<file path="config.mk">
export PLATFORM = sky130hd
export DESIGN_NAME = http_like_frame_validator_top
export DESIGN_NICKNAME = d
export VERILOG_FILES = /design/src/sv/hlfv_pkg.sv /design/src/sv/http_like_frame_validator_top.sv /design/src/sv/hlfv_front.sv /design/src/sv/hlfv_back.sv
export SDC_FILE = /design/constraint.sdc
export NUM_CORES = 1
export LEC_CHECK = 0
export BUFFER_PORTS_ARGS = -buffer_cell sky130_fd_sc_hd__buf_2
export CORE_ASPECT_RATIO = 0.5
export CORE_MARGIN = 10
export CORE_UTILIZATION = 40
export CTS_BUF_LIST = sky130_fd_sc_hd__clkbuf_4
export CTS_CLUSTER_DIAMETER = 200
export DETAILED_ROUTE_END_ITERATION = 6
export PLACE_DENSITY_LB_ADDON = 0.1
export SLEW_MARGIN = 10
export SYNTH_ARGS = -nofsm -noshare
export SYNTH_HDL_FRONTEND = slang
export SYNTH_HIERARCHICAL = 1
export SYNTH_SLANG_ARGS = --single-unit
</file>
<file path="constraint.sdc">
create_clock -name aclk -period 12.8 [get_ports aclk]
set_input_delay 1.92 -clock aclk [delete_from_list [all_inputs] [get_ports aclk]]
set_output_delay 1.92 -clock aclk [all_outputs]
set_load 0.02 [all_outputs]
</file>
<file path="src/sv/hlfv_pkg.sv">
// Package for the frame validator: phase codes, verdict codes, transfer
// structs and constant character tables. No dependencies.
package hlfv_pkg;

    typedef enum logic [3:0] {
        PH_START  = 4'd0,
        PH_METHOD = 4'd1,
        PH_PATH   = 4'd2,
        PH_RVER   = 4'd3,
        PH_SVER   = 4'd4,
        PH_SSP    = 4'd5,
        PH_STATUS = 4'd6,
        PH_REASON = 4'd7,
        PH_KEY    = 4'd8,
        PH_COLON  = 4'd9,
        PH_VALUE  = 4'd10,
        PH_SKIP   = 4'd11,
        PH_BODY   = 4'd12,
        PH_DONE   = 4'd13
    } phase_t;

    localparam logic [1:0] V_OK   = 2'd0;
    localparam logic [1:0] V_MAL  = 2'd1;
    localparam logic [1:0] V_LONG = 2'd2;
    localparam logic [1:0] V_LEN  = 2'd3;

    localparam logic [2:0] REG_MAX_LINES  = 3'd0;
    localparam logic [2:0] REG_KEY_CAP    = 3'd1;
    localparam logic [2:0] REG_VALUE_CAP  = 3'd2;
    localparam logic [2:0] REG_METHOD_CAP = 3'd3;
    localparam logic [2:0] REG_PATH_CAP   = 3'd4;

    localparam logic [10:0] TOK_MAX   = 11'd2047;
    localparam logic [3:0]  NAME_LEN  = 4'd14;
    localparam logic [3:0]  NAME_MISS = 4'd15;
    localparam logic [7:0]  CH_CR     = 8'h0D;
    localparam logic [7:0]  CH_LF     = 8'h0A;

    // byte classification made by the front end
    typedef struct packed {
        logic [7:0] low;     // byte, folded to lower case
        logic [7:0] raw;
        logic [3:0] digit;
        logic       is_digit;
        logic       is_sp;
        logic       is_colon;
        logic       is_nul;
        logic       is_cr;
        logic       is_lf;
    } class_t;

    typedef struct packed {
        class_t cls;
        logic   mode;
        logic   last;
    } item_t;

    typedef struct packed {
        logic [5:0]  max_lines;
        logic [7:0]  key_cap;
        logic [9:0]  value_cap;
        logic [5:0]  method_cap;
        logic [9:0]  path_cap;
    } cfg_t;

    typedef struct packed {
        phase_t      phase;
        logic        kind;
        logic        prev_cr;
        logic [10:0] tlen;
        logic [10:0] t2len;
        logic        nul;
        logic [4:0]  vidx;
        logic [1:0]  lpe;
        logic [1:0]  ferr;
        logic [5:0]  acc;
        logic [3:0]  nidx;
        logic        lseen;
        logic [31:0] dlen;
        logic [5:0]  ddig;
        logic        dbad;
        logic [9:0]  stat;
        logic        stok;
    } st_t;

    localparam st_t ST_CLEAR = '{phase: PH_START, default: '0};

    localparam class_t CLS_CR = '{low: CH_CR, raw: CH_CR, digit: 4'd0, is_digit: 1'b0,
                                  is_sp: 1'b0, is_colon: 1'b0, is_nul: 1'b0,
                                  is_cr: 1'b1, is_lf: 1'b0};

    function automatic logic [7:0] ver_char(input logic [3:0] idx);
        logic [7:0] c;
        unique case (idx)
            4'd0: c = "H";
            4'd1: c = "T";
            4'd2: c = "T";
            4'd3: c = "T";
            4'd4: c = "P";
            4'd5: c = "/";
            4'd6: c = "1";
            4'd7: c = ".";
            4'd8: c = "0";
            default: c = 8'h00;
        endcase
        return c;
    endfunction

    function automatic logic [7:0] name_char(input logic [3:0] idx);
        logic [7:0] c;
        unique case (idx)
            4'd0: c = "c";
            4'd1: c = "o";
            4'd2: c = "n";
            4'd3: c = "t";
            4'd4: c = "e";
            4'd5: c = "n";
            4'd6: c = "t";
            4'd7: c = "-";
            4'd8: c = "l";
            4'd9: c = "e";
            4'd10: c = "n";
            4'd11: c = "g";
            4'd12: c = "t";
            4'd13: c = "h";
            default: c = 8'h00;
        endcase
        return c;
    endfunction

endpackage

</file>
<file path="src/sv/http_like_frame_validator_top.sv">
// Top level of the frame validator: configuration registers, front end
// queue and parser back end. Uses hlfv_pkg, hlfv_front, hlfv_back.
//
// The block takes one frame byte per cycle on the s_ stream and gives one
// result transfer on the m_ stream for the byte marked by s_tlast. Each
// byte passes a classifier and a two-entry queue, then the parser updates
// its running state, so bytes flow back to back. With the queue empty, the
// last byte is stored in the queue and its result is then registered in
// the output register that drives m_tvalid. While a result is held there
// with m_tready low the parser takes no byte, so a stalled m_ stream backs
// up into the queue and then into s_tready. Configuration writes are always
// ready and take effect on the next byte the parser takes.
module http_like_frame_validator_top #(
    parameter int FRAME_BYTES   = 65536,
    parameter int VERSION_BYTES = 9
) (
    input  logic        aclk,
    input  logic        aresetn,
    input  logic        s_tvalid,
    output logic        s_tready,
    input  logic [7:0]  s_tdata,   // [7:0] data_byte
    input  logic        s_tuser,   // [0] mode
    input  logic        s_tlast,
    output logic        m_tvalid,
    input  logic        m_tready,
    // [1:0] verdict, [7:2] header_lines, [24:8] body_offset,
    // [41:25] body_length, [51:42] status_number, [55:52] zero
    output logic [55:0] m_tdata,
    input  logic        cfg_valid,
    output logic        cfg_ready,
    input  logic [7:0]  cfg_index,
    input  logic [9:0]  cfg_data
);

    hlfv_pkg::cfg_t  cfg_reg, cfg_next;
    hlfv_pkg::item_t q_item;
    logic            q_valid, q_ready;

    assign cfg_ready = 1'b1;

    always_comb begin
        cfg_next = cfg_reg;
        if (cfg_valid && cfg_index[7:3] == 5'd0) begin
            unique case (cfg_index[2:0])
                hlfv_pkg::REG_MAX_LINES:  cfg_next.max_lines  = cfg_data[5:0];
                hlfv_pkg::REG_KEY_CAP:    cfg_next.key_cap    = cfg_data[7:0];
                hlfv_pkg::REG_VALUE_CAP:  cfg_next.value_cap  = cfg_data;
                hlfv_pkg::REG_METHOD_CAP: cfg_next.method_cap = cfg_data[5:0];
                hlfv_pkg::REG_PATH_CAP:   cfg_next.path_cap   = cfg_data;
                default: begin
                end
            endcase
        end
    end

    always_ff @(posedge aclk) begin
        if (!aresetn) begin
            cfg_reg.max_lines  <= 6'd16;
            cfg_reg.key_cap    <= 8'd64;
            cfg_reg.value_cap  <= 10'd256;
            cfg_reg.method_cap <= 6'd16;
            cfg_reg.path_cap   <= 10'd256;
        end else begin
            cfg_reg <= cfg_next;
        end
    end

    hlfv_front u_front (
        .aclk     (aclk),
        .aresetn  (aresetn),
        .s_tvalid (s_tvalid),
        .s_tready (s_tready),
        .s_tdata  (s_tdata),
        .s_tuser  (s_tuser),
        .s_tlast  (s_tlast),
        .q_valid  (q_valid),
        .q_ready  (q_ready),
        .q_item   (q_item)
    );

    hlfv_back #(
        .FRAME_BYTES   (FRAME_BYTES),
        .VERSION_BYTES (VERSION_BYTES)
    ) u_back (
        .aclk     (aclk),
        .aresetn  (aresetn),
        .cfg      (cfg_reg),
        .q_valid  (q_valid),
        .q_ready  (q_ready),
        .q_item   (q_item),
        .m_tvalid (m_tvalid),
        .m_tready (m_tready),
        .m_tdata  (m_tdata)
    );

endmodule

</file>
<file path="src/sv/hlfv_front.sv">
// Front end: accepts input transfers, classifies each byte and holds the
// items in a two-entry queue for the parser. Uses hlfv_pkg.
module hlfv_front (
    input  logic              aclk,
    input  logic              aresetn,
    input  logic              s_tvalid,
    output logic              s_tready,
    input  logic [7:0]        s_tdata,
    input  logic              s_tuser,
    input  logic              s_tlast,
    output logic              q_valid,
    input  logic              q_ready,
    output hlfv_pkg::item_t   q_item
);

    hlfv_pkg::item_t mem_reg [2];
    hlfv_pkg::item_t in_item;
    logic       wptr_reg, wptr_next;
    logic       rptr_reg, rptr_next;
    logic [1:0] count_reg, count_next;
    logic       push, pop;

    always_comb begin
        in_item.cls.raw      = s_tdata;
        in_item.cls.low      = (s_tdata >= "A" && s_tdata <= "Z") ? s_tdata + 8'd32 : s_tdata;
        in_item.cls.is_digit = (s_tdata >= "0" && s_tdata <= "9");
        in_item.cls.digit    = s_tdata[3:0];
        in_item.cls.is_sp    = (s_tdata == " ");
        in_item.cls.is_colon = (s_tdata == ":");
        in_item.cls.is_nul   = (s_tdata == 8'h00);
        in_item.cls.is_cr    = (s_tdata == hlfv_pkg::CH_CR);
        in_item.cls.is_lf    = (s_tdata == hlfv_pkg::CH_LF);
        in_item.mode         = s_tuser;
        in_item.last         = s_tlast;
    end

    assign s_tready = (count_reg != 2'd2);
    assign q_valid  = (count_reg != 2'd0);
    assign q_item   = mem_reg[rptr_reg];
    assign push     = s_tvalid && s_tready;
    assign pop      = q_valid && q_ready;

    always_comb begin
        wptr_next  = push ? ~wptr_reg : wptr_reg;
        rptr_next  = pop ? ~rptr_reg : rptr_reg;
        count_next = count_reg + {1'b0, push} - {1'b0, pop};
    end

    always_ff @(posedge aclk) begin
        if (!aresetn) begin
            wptr_reg  <= 1'b0;
            rptr_reg  <= 1'b0;
            count_reg <= 2'd0;
        end else begin
            wptr_reg  <= wptr_next;
            rptr_reg  <= rptr_next;
            count_reg <= count_next;
        end
    end

    always_ff @(posedge aclk) begin
        if (push) begin
            mem_reg[wptr_reg] <= in_item;
        end
    end

    a_count_range: assert property (@(posedge aclk) disable iff (!aresetn)
        count_reg != 2'd3) else $error("queue count out of range");
    a_no_push_full: assert property (@(posedge aclk) disable iff (!aresetn)
        (count_reg == 2'd2) |-> !push) else $error("push into full queue");
    a_pop_moves: assert property (@(posedge aclk) disable iff (!aresetn)
        pop |=> (rptr_reg != $past(rptr_reg))) else $error("read pointer stuck");

endmodule

</file>
<file path="src/sv/hlfv_back.sv">
// Back end: per-byte parser state, verdict logic and the result register.
// Takes classified items from hlfv_front. Uses hlfv_pkg.
module hlfv_back #(
    parameter int FRAME_BYTES   = 65536,
    parameter int VERSION_BYTES = 9
) (
    input  logic              aclk,
    input  logic              aresetn,
    input  hlfv_pkg::cfg_t    cfg,
    input  logic              q_valid,
    output logic              q_ready,
    input  hlfv_pkg::item_t   q_item,
    output logic              m_tvalid,
    input  logic              m_tready,
    output logic [55:0]       m_tdata
);

    localparam int POS_W = $clog2(FRAME_BYTES + 2);
    localparam logic [POS_W-1:0] POS_LIMIT = POS_W'(FRAME_BYTES);
    localparam logic [4:0] VER_N = 5'(VERSION_BYTES);

    hlfv_pkg::st_t st_reg, st_next;
    logic [POS_W-1:0] pos_reg, pos_next;
    logic [POS_W-1:0] bs_reg, bs_next;
    logic        out_valid_reg, out_valid_next;
    logic [55:0] out_data_reg, out_data_next;
    logic        take;

    function automatic logic line_ph(input hlfv_pkg::st_t s);
        return s.phase != hlfv_pkg::PH_BODY && s.phase != hlfv_pkg::PH_DONE;
    endfunction

    function automatic logic [10:0] tinc(input logic [10:0] v);
        return (v < hlfv_pkg::TOK_MAX) ? v + 11'd1 : v;
    endfunction

    function automatic hlfv_pkg::st_t content(input hlfv_pkg::st_t si,
                                              input hlfv_pkg::class_t c,
                                              input hlfv_pkg::cfg_t k);
        hlfv_pkg::st_t s;
        logic [10:0] cap;
        logic [12:0] sv;
        logic [35:0] n;
        logic        cl;
        s  = si;
        cap = (si.phase == hlfv_pkg::PH_METHOD) ? {5'd0, k.method_cap} : {1'b0, k.path_cap};
        sv = {3'd0, si.stat} * 13'd10 + {9'd0, c.digit};
        n  = {1'b0, si.dlen, 3'd0} + {3'd0, si.dlen, 1'b0} + {32'd0, c.digit};
        cl = (si.nidx == hlfv_pkg::NAME_LEN) && !si.lseen;
        unique case (si.phase)
            hlfv_pkg::PH_METHOD, hlfv_pkg::PH_PATH: begin
                if (c.is_sp) begin
                    if (si.tlen == 11'd0) begin
                        s.lpe = hlfv_pkg::V_MAL; s.phase = hlfv_pkg::PH_SKIP;
                    end else if (si.tlen >= cap || si.nul) begin
                        s.lpe = hlfv_pkg::V_LONG; s.phase = hlfv_pkg::PH_SKIP;
                    end else begin
                        if (si.phase == hlfv_pkg::PH_METHOD) begin
                            s.phase = hlfv_pkg::PH_PATH;
                        end else begin
                            s.phase = hlfv_pkg::PH_RVER;
                            s.vidx  = 5'd0;
                        end
                        s.tlen = 11'd0;
                        s.nul  = 1'b0;
                    end
                end else begin
                    s.tlen = tinc(si.tlen);
                    s.nul  = si.nul | c.is_nul;
                end
            end
            hlfv_pkg::PH_RVER, hlfv_pkg::PH_SVER: begin
                if (si.vidx < VER_N && c.raw == hlfv_pkg::ver_char(si.vidx[3:0])) begin
                    s.vidx = si.vidx + 5'd1;
                    if (si.phase == hlfv_pkg::PH_SVER && s.vidx == VER_N) begin
                        s.phase = hlfv_pkg::PH_SSP;
                    end
                end else begin
                    s.lpe = hlfv_pkg::V_MAL; s.phase = hlfv_pkg::PH_SKIP;
                end
            end
            hlfv_pkg::PH_SSP: begin
                if (c.is_sp) begin
                    s.phase = hlfv_pkg::PH_STATUS; s.tlen = 11'd0; s.stat = 10'd0;
                end else begin
                    s.lpe = hlfv_pkg::V_MAL; s.phase = hlfv_pkg::PH_SKIP;
                end
            end
            hlfv_pkg::PH_STATUS: begin
                if (c.is_sp) begin
                    if (si.tlen == 11'd0 || si.tlen > 11'd32 || si.stat < 10'd100
                        || si.stat > 10'd599) begin
                        s.lpe = hlfv_pkg::V_MAL; s.phase = hlfv_pkg::PH_SKIP;
                    end else begin
                        s.phase = hlfv_pkg::PH_REASON;
                    end
                end else if (c.is_digit) begin
                    s.tlen = tinc(si.tlen);
                    s.stat = (sv > 13'd600) ? 10'd600 : sv[9:0];
                end else begin
                    s.lpe = hlfv_pkg::V_MAL; s.phase = hlfv_pkg::PH_SKIP;
                end
            end
            hlfv_pkg::PH_KEY: begin
                if (c.is_colon) begin
                    if (si.tlen == 11'd0) begin
                        s.lpe = hlfv_pkg::V_MAL; s.phase = hlfv_pkg::PH_SKIP;
                    end else begin
                        priority if (si.acc >= k.max_lines) s.lpe = hlfv_pkg::V_LONG;
                        else if (si.tlen >= {3'd0, k.key_cap}) s.lpe = hlfv_pkg::V_LONG;
                        else if (si.nul) s.lpe = hlfv_pkg::V_MAL;
                        else s.lpe = hlfv_pkg::V_OK;
                        s.phase = hlfv_pkg::PH_COLON;
                    end
                end else begin
                    s.tlen = tinc(si.tlen);
                    s.nul  = si.nul | c.is_nul;
                    if (si.nidx < hlfv_pkg::NAME_LEN && c.low == hlfv_pkg::name_char(si.nidx)) begin
                        s.nidx = si.nidx + 4'd1;
                    end else begin
                        s.nidx = hlfv_pkg::NAME_MISS;
                    end
                end
            end
            hlfv_pkg::PH_COLON: begin
                if (!c.is_sp) begin
                    s.lpe = hlfv_pkg::V_MAL; s.phase = hlfv_pkg::PH_SKIP;
                end else if (si.lpe != hlfv_pkg::V_OK) begin
                    s.phase = hlfv_pkg::PH_SKIP;
                end else begin
                    s.phase = hlfv_pkg::PH_VALUE; s.t2len = 11'd0; s.nul = 1'b0;
                    if (cl) begin
                        s.dlen = 32'd0; s.ddig = 6'd0; s.dbad = 1'b0;
                    end
                end
            end
            hlfv_pkg::PH_VALUE: begin
                s.t2len = tinc(si.t2len);
                s.nul   = si.nul | c.is_nul;
                if (cl) begin
                    if (si.ddig < 6'd33) s.ddig = si.ddig + 6'd1;
                    if (!c.is_digit) begin
                        s.dbad = 1'b1;
                    end else if (!si.dbad) begin
                        if (n[35:32] != 4'd0) s.dbad = 1'b1;
                        else s.dlen = n[31:0];
                    end
                end
            end
            default: begin
            end
        endcase
        return s;
    endfunction

    function automatic hlfv_pkg::st_t hdr_start(input hlfv_pkg::st_t si);
        hlfv_pkg::st_t s;
        s = si;
        s.phase = hlfv_pkg::PH_KEY; s.tlen = 11'd0; s.t2len = 11'd0; s.nul = 1'b0;
        s.nidx = 4'd0; s.lpe = hlfv_pkg::V_OK;
        return s;
    endfunction

    function automatic hlfv_pkg::st_t line_end(input hlfv_pkg::st_t si,
                                               input hlfv_pkg::cfg_t k);
        hlfv_pkg::st_t s;
        s = si;
        unique case (si.phase)
            hlfv_pkg::PH_SKIP: begin
                s.ferr = si.lpe; s.phase = hlfv_pkg::PH_DONE;
            end
            hlfv_pkg::PH_RVER: begin
                if (si.vidx == VER_N) s = hdr_start(si);
                else begin
                    s.ferr = hlfv_pkg::V_MAL; s.phase = hlfv_pkg::PH_DONE;
                end
            end
            hlfv_pkg::PH_REASON: begin
                s = hdr_start(si);
                s.stok = 1'b1;
            end
            hlfv_pkg::PH_KEY: begin
                if (si.tlen == 11'd0) s.phase = hlfv_pkg::PH_BODY;
                else begin
                    s.ferr = hlfv_pkg::V_MAL; s.phase = hlfv_pkg::PH_DONE;
                end
            end
            hlfv_pkg::PH_VALUE: begin
                if (si.t2len >= {1'b0, k.value_cap}) begin
                    s.ferr = hlfv_pkg::V_LONG; s.phase = hlfv_pkg::PH_DONE;
                end else if (si.nul) begin
                    s.ferr = hlfv_pkg::V_MAL; s.phase = hlfv_pkg::PH_DONE;
                end else begin
                    s = hdr_start(si);
                    if (si.nidx == hlfv_pkg::NAME_LEN && !si.lseen) s.lseen = 1'b1;
                    s.acc = si.acc + 6'd1;
                end
            end
            default: begin
                s.ferr = hlfv_pkg::V_MAL; s.phase = hlfv_pkg::PH_DONE;
            end
        endcase
        return s;
    endfunction

    hlfv_pkg::st_t s0, s1, s2, s3;
    logic [POS_W-1:0] rem, bs_use;
    logic [1:0]  verdict;
    logic [16:0] boff, blen;
    logic [9:0]  stat_out;

    assign q_ready = !out_valid_reg || m_tready;
    assign take    = q_valid && q_ready;

    always_comb begin
        s0 = st_reg;
        if (st_reg.phase == hlfv_pkg::PH_START) begin
            s0.kind  = q_item.mode;
            s0.phase = q_item.mode ? hlfv_pkg::PH_SVER : hlfv_pkg::PH_METHOD;
            s0.vidx  = 5'd0;
        end
        pos_next = (pos_reg <= POS_LIMIT) ? pos_reg + POS_W'(1) : pos_reg;

        // a CR held from the previous byte either closes the line or is content
        s1 = s0;
        s2 = s0;
        if (line_ph(s0)) begin
            s1.prev_cr = 1'b0;
            if (s0.prev_cr && q_item.cls.is_lf) begin
                s1 = line_end(s1, cfg);
                s2 = s1;
            end else begin
                if (s0.prev_cr) s1 = content(s1, hlfv_pkg::CLS_CR, cfg);
                s2 = s1;
                if (q_item.cls.is_cr) s2.prev_cr = 1'b1;
                else s2 = content(s1, q_item.cls, cfg);
            end
        end
        s3 = s2;
        if (q_item.last && line_ph(s2) && s2.prev_cr) begin
            s3.prev_cr = 1'b0;
            s3 = content(s3, hlfv_pkg::CLS_CR, cfg);
        end

        bs_use = (s3.phase == hlfv_pkg::PH_BODY && st_reg.phase != hlfv_pkg::PH_BODY)
                 ? pos_next : bs_reg;
        rem    = pos_next - bs_use;
        boff   = 17'd0;
        blen   = 17'd0;
        priority if (pos_next > POS_LIMIT) verdict = hlfv_pkg::V_LONG;
        else if (s3.phase == hlfv_pkg::PH_DONE) verdict = s3.ferr;
        else if (s3.phase != hlfv_pkg::PH_BODY) verdict = hlfv_pkg::V_MAL;
        else if (!s3.lseen) verdict = (rem != '0) ? hlfv_pkg::V_LEN : hlfv_pkg::V_OK;
        else if (s3.dbad || s3.ddig == 6'd0 || s3.ddig > 6'd32) verdict = hlfv_pkg::V_MAL;
        else if (33'(s3.dlen) != 33'(rem)) verdict = hlfv_pkg::V_LEN;
        else verdict = hlfv_pkg::V_OK;
        if (verdict == hlfv_pkg::V_OK && s3.phase == hlfv_pkg::PH_BODY
            && !(pos_next > POS_LIMIT)) begin
            boff = 17'(bs_use);
            if (s3.lseen) blen = 17'(rem);
        end
        stat_out = (s3.kind && s3.stok) ? s3.stat : 10'd0;

        st_next        = st_reg;
        bs_next        = bs_reg;
        out_valid_next = out_valid_reg && !m_tready;
        out_data_next  = out_data_reg;
        if (take) begin
            if (q_item.last) begin
                st_next        = hlfv_pkg::ST_CLEAR;
                bs_next        = '0;
                out_valid_next = 1'b1;
                out_data_next  = {4'd0, stat_out, blen, boff, s3.acc, verdict};
            end else begin
                st_next = s3;
                bs_next = bs_use;
            end
        end
    end

    always_ff @(posedge aclk) begin
        if (!aresetn) begin
            st_reg        <= hlfv_pkg::ST_CLEAR;
            pos_reg       <= '0;
            bs_reg        <= '0;
            out_valid_reg <= 1'b0;
        end else begin
            st_reg        <= st_next;
            bs_reg        <= bs_next;
            out_valid_reg <= out_valid_next;
            if (take) pos_reg <= q_item.last ? '0 : pos_next;
        end
    end

    always_ff @(posedge aclk) begin
        out_data_reg <= out_data_next;
    end

    assign m_tvalid = out_valid_reg;
    assign m_tdata  = out_data_reg;

    a_stall_blocks: assert property (@(posedge aclk) disable iff (!aresetn)
        (out_valid_reg && !m_tready) |-> !take) else $error("item taken while result stalled");
    a_pos_bound: assert property (@(posedge aclk) disable iff (!aresetn)
        pos_reg <= POS_LIMIT + POS_W'(1)) else $error("byte position overran");
    a_body_order: assert property (@(posedge aclk) disable iff (!aresetn)
        (st_reg.phase == hlfv_pkg::PH_BODY) |-> (bs_reg <= pos_reg))
        else $error("body start past position");
    a_clear_after_last: assert property (@(posedge aclk) disable iff (!aresetn)
        (take && q_item.last) |=> (st_reg.phase == hlfv_pkg::PH_START && pos_reg == '0))
        else $error("frame state not cleared");

endmodule
</file>
==> flow_summary.toml <==
[route]
drt_wl_total_mm = 84.7
final_antenna_net_count = 0
drt_first_pass_iters = 5
drt-vias-per-instance = 6.00
drt_first_iter_violations = 2046
post-route-drc-count = 0
via_count = 23219
post_drt_wl_per_cell_um = 21.9

[clock_network]
cts-buffers-inserted = 75
clockRootBuffer = "clkbuf_4"
tritoncts = "done"
cts_hold_buf = 0
clk_pin_slew_ns = 0.07
cts_buffer_depth = 3
post_cts_resized = 0
clock-sinks = 276
post_cts_buffers = 0
htree_num_levels = 3
worstSkewPairLatency_ns = 0.86

[floorplanning]
core_region_area_um2 = 59200
rows = 63
die_y_um = 193
die_area_um2 = 70500
io_pins = 92
initial_utilization_pct = 40.4
die_w_um = 366

[global_route]
grt_pass1_vias = 21890
overflow = 0
antenna_found_initial = 1
grt_max_degree = 84
grt_pass1_wl_mm = 131
grt.total_usage_pct = 23.5

[cells_and_area]
seq_area_um2 = 6430
final_cell_mix = "nand2_1 (267), nor2_1 (217), dfxtp_1 (186), o21ai_0 (179), a21oi_1 (174)"
multi_input_area_um2 = 16200
nNetsFinal = 3203
area_growth_pct = 8.66
largest_reg_flops = 89
drive_above_1_share_pct = 11.5
final_common_cell = "nand2_1"
design_area_um2 = 26000
n_fill_cell = 6084
utilization_pct = 43.9

[power_and_ir_drop]
finalPower_mw = 3.48
p_leak_nw = 10.2
p_per_area_nw_per_um2 = 134
irDropWorstVdd_v = 0.0000806

[worst_setup_path]
worstSetupPathType = "flop to flop"
critical_path.max_stage_delay_ns = 0.70
r2r-end = "u_back/m_tdata[12]$_SDFFCE_PN0P_"
start_kind = "flop"
endpoint_kind = "flop"
cp_slowest_cell = "mux2i_1"
critPathArrivalTime_ns = 11.94
r2r_slack_ns = 1.45
reg2reg_depth = 32
cp_common_cell = "ha_1"
crit_fanout = 35
required_ns = 13.38

[logic_synthesis]
synth-edff-count = 90
syn-cell-area_um2 = 23900
synth_ff_type = "dfxtp_1"
synth.avg_cell_area_um2 = 8.06
synth_seq_cells = 276
synth_seq_area_share_pct = 26.9
synth_top_area_cell = "dfxtp_1"
async_reset_ff_share_pct = 0
synthCells = 2965
synth_top_area_share_pct = 15.6
ys_types = 116
ys.warnings.count = 6
synthTopCellsByArea = "dfxtp_1 (16%), edfxtp_1 (11%), ha_1 (8.7%), nand2_1 (4.2%), o21ai_0 (3.8%)"

[worst_hold_path]
min_from = "cfg_reg[0]$_SDFFE_PN0P_"
holdPathEnd = "cfg_reg[0]$_SDFFE_PN0P_"
hold_depth = 2
min_path_type = "flop to flop"

[run]
maxCapViolCount = 0

[sta]
period_share_pct = 88.7
relSlewSlack_pct = 26.8
drv_slew = 0
rsz0062_at_grt = "no"
finalSetupTns_ns = 0
max_slew.worst_pin.slew_ns = 1.09
hold_viol_final = 0
finalSetupViolations = 0
fin_crit_ns = 11.35
holdWs_ns = 0.454
max_freq_ghz = 0.0881
clock_skew_ns = 0.0617

[placement]
gp_congestion = 0.986
io_buffers = 86
hpwl_mm = 62.6
dpl_cell_area_um2 = 24900

[run_status]
status = "completed"
## report_power, final
group	switching, mW	internal [mW]	leakage [nW]
Sequential	0.0451	1.00	2.35
Clock	0.420	0.460	0.588
Combinational	1.11	0.438	7.24
Total	1.58	1.90	10.2
## cell usage after synthesis, types with 30 or more instances
library cell  count
and3_1           30
ha_1            166
and2_1           67
nor2b_1         112
nand2b_1         41
nand4_1          46
nor2_1          218
dfxtp_1         186
nand3_1          82
inv_1           133
o21ai_0         179
xor2_1           36
nor4_1           31
a21o_1           39
o21a_1           34
mux2i_1          77
xnor2_1          85
a31oi_1          42
nand2_1         268
edfxtp_1         90
nor3_1           92
a21oi_1         174
a22oi_1          70
clkbuf_1        112
## worst max-delay path by stage
stage / to / cells after the start / slack, ns
after floorplan: u_back/m_tdata[13]$_SDFFCE_PN0P_ / 40 / 3.66
after global placement: u_back/m_tdata[12]$_SDFFCE_PN0P_ / 32 / 1.60
after detailed placement: u_back/m_tdata[11]$_SDFFCE_PN0P_ / 32 / 1.23
after CTS: u_back/m_tdata[12]$_SDFFCE_PN0P_ / 33 / 1.11
after global routing: u_back/m_tdata[12]$_SDFFCE_PN0P_ / 32 / 0.68
final: u_back/m_tdata[12]$_SDFFCE_PN0P_ / 32 / 1.45
## worst max-delay path: cells and delay by family (launching register included)
family / cells / cell delay, ns
flops: 1 / 0.31
fa+ha+maj: 3 / 1.32
simple gates: 9 / 3.00
compound gates: 15 / 4.60
buf+inv: 3 / 0.67
mux: 2 / 1.16
## layer usage
metal / share of wire [%] / track usage [%]
met3: 7.5 / 4.77
met4: 1.6 / 5.32
met5: 0 / 0
met2: 42 / 34.6
met1: 49 / 34.5
## logic make-up after synthesis
group / Yosys count / share of synthesized area (%)
DFF: 276 / 26.9
buffers and inverters: 310 / 5.41
adders and majority gates: 175 / 9.25
other: 2 / 0.0314
muxes: 102 / 4.44
xor gates and xnor gates: 121 / 4.44
AOI/OAI and AO/OA: 850 / 24.5
and+or+nand+nor: 1129 / 25.0
## area by class of cell
cell class / count / share of cell area (%)
Multi-Input combinational cell: 2382 / 62.5
Sequential cell: 276 / 24.8
Tap cell: 812 / 3.91
Clock buffer: 105 / 3.04
Timing Repair Buffer: 131 / 2.98
Inverter: 134 / 1.94
Clock inverter: 28 / 0.863
Antenna cell: 2 / 0.0193
## through the flow
step	instances	setup slack [ns]
CTS	3867	1.11
finish	3870	1.45
detailed placement	3734	1.23
global placement	3734	1.60
floorplan	2968	3.66
global route	3869	0.676
(Power assumes the default switching activity.)
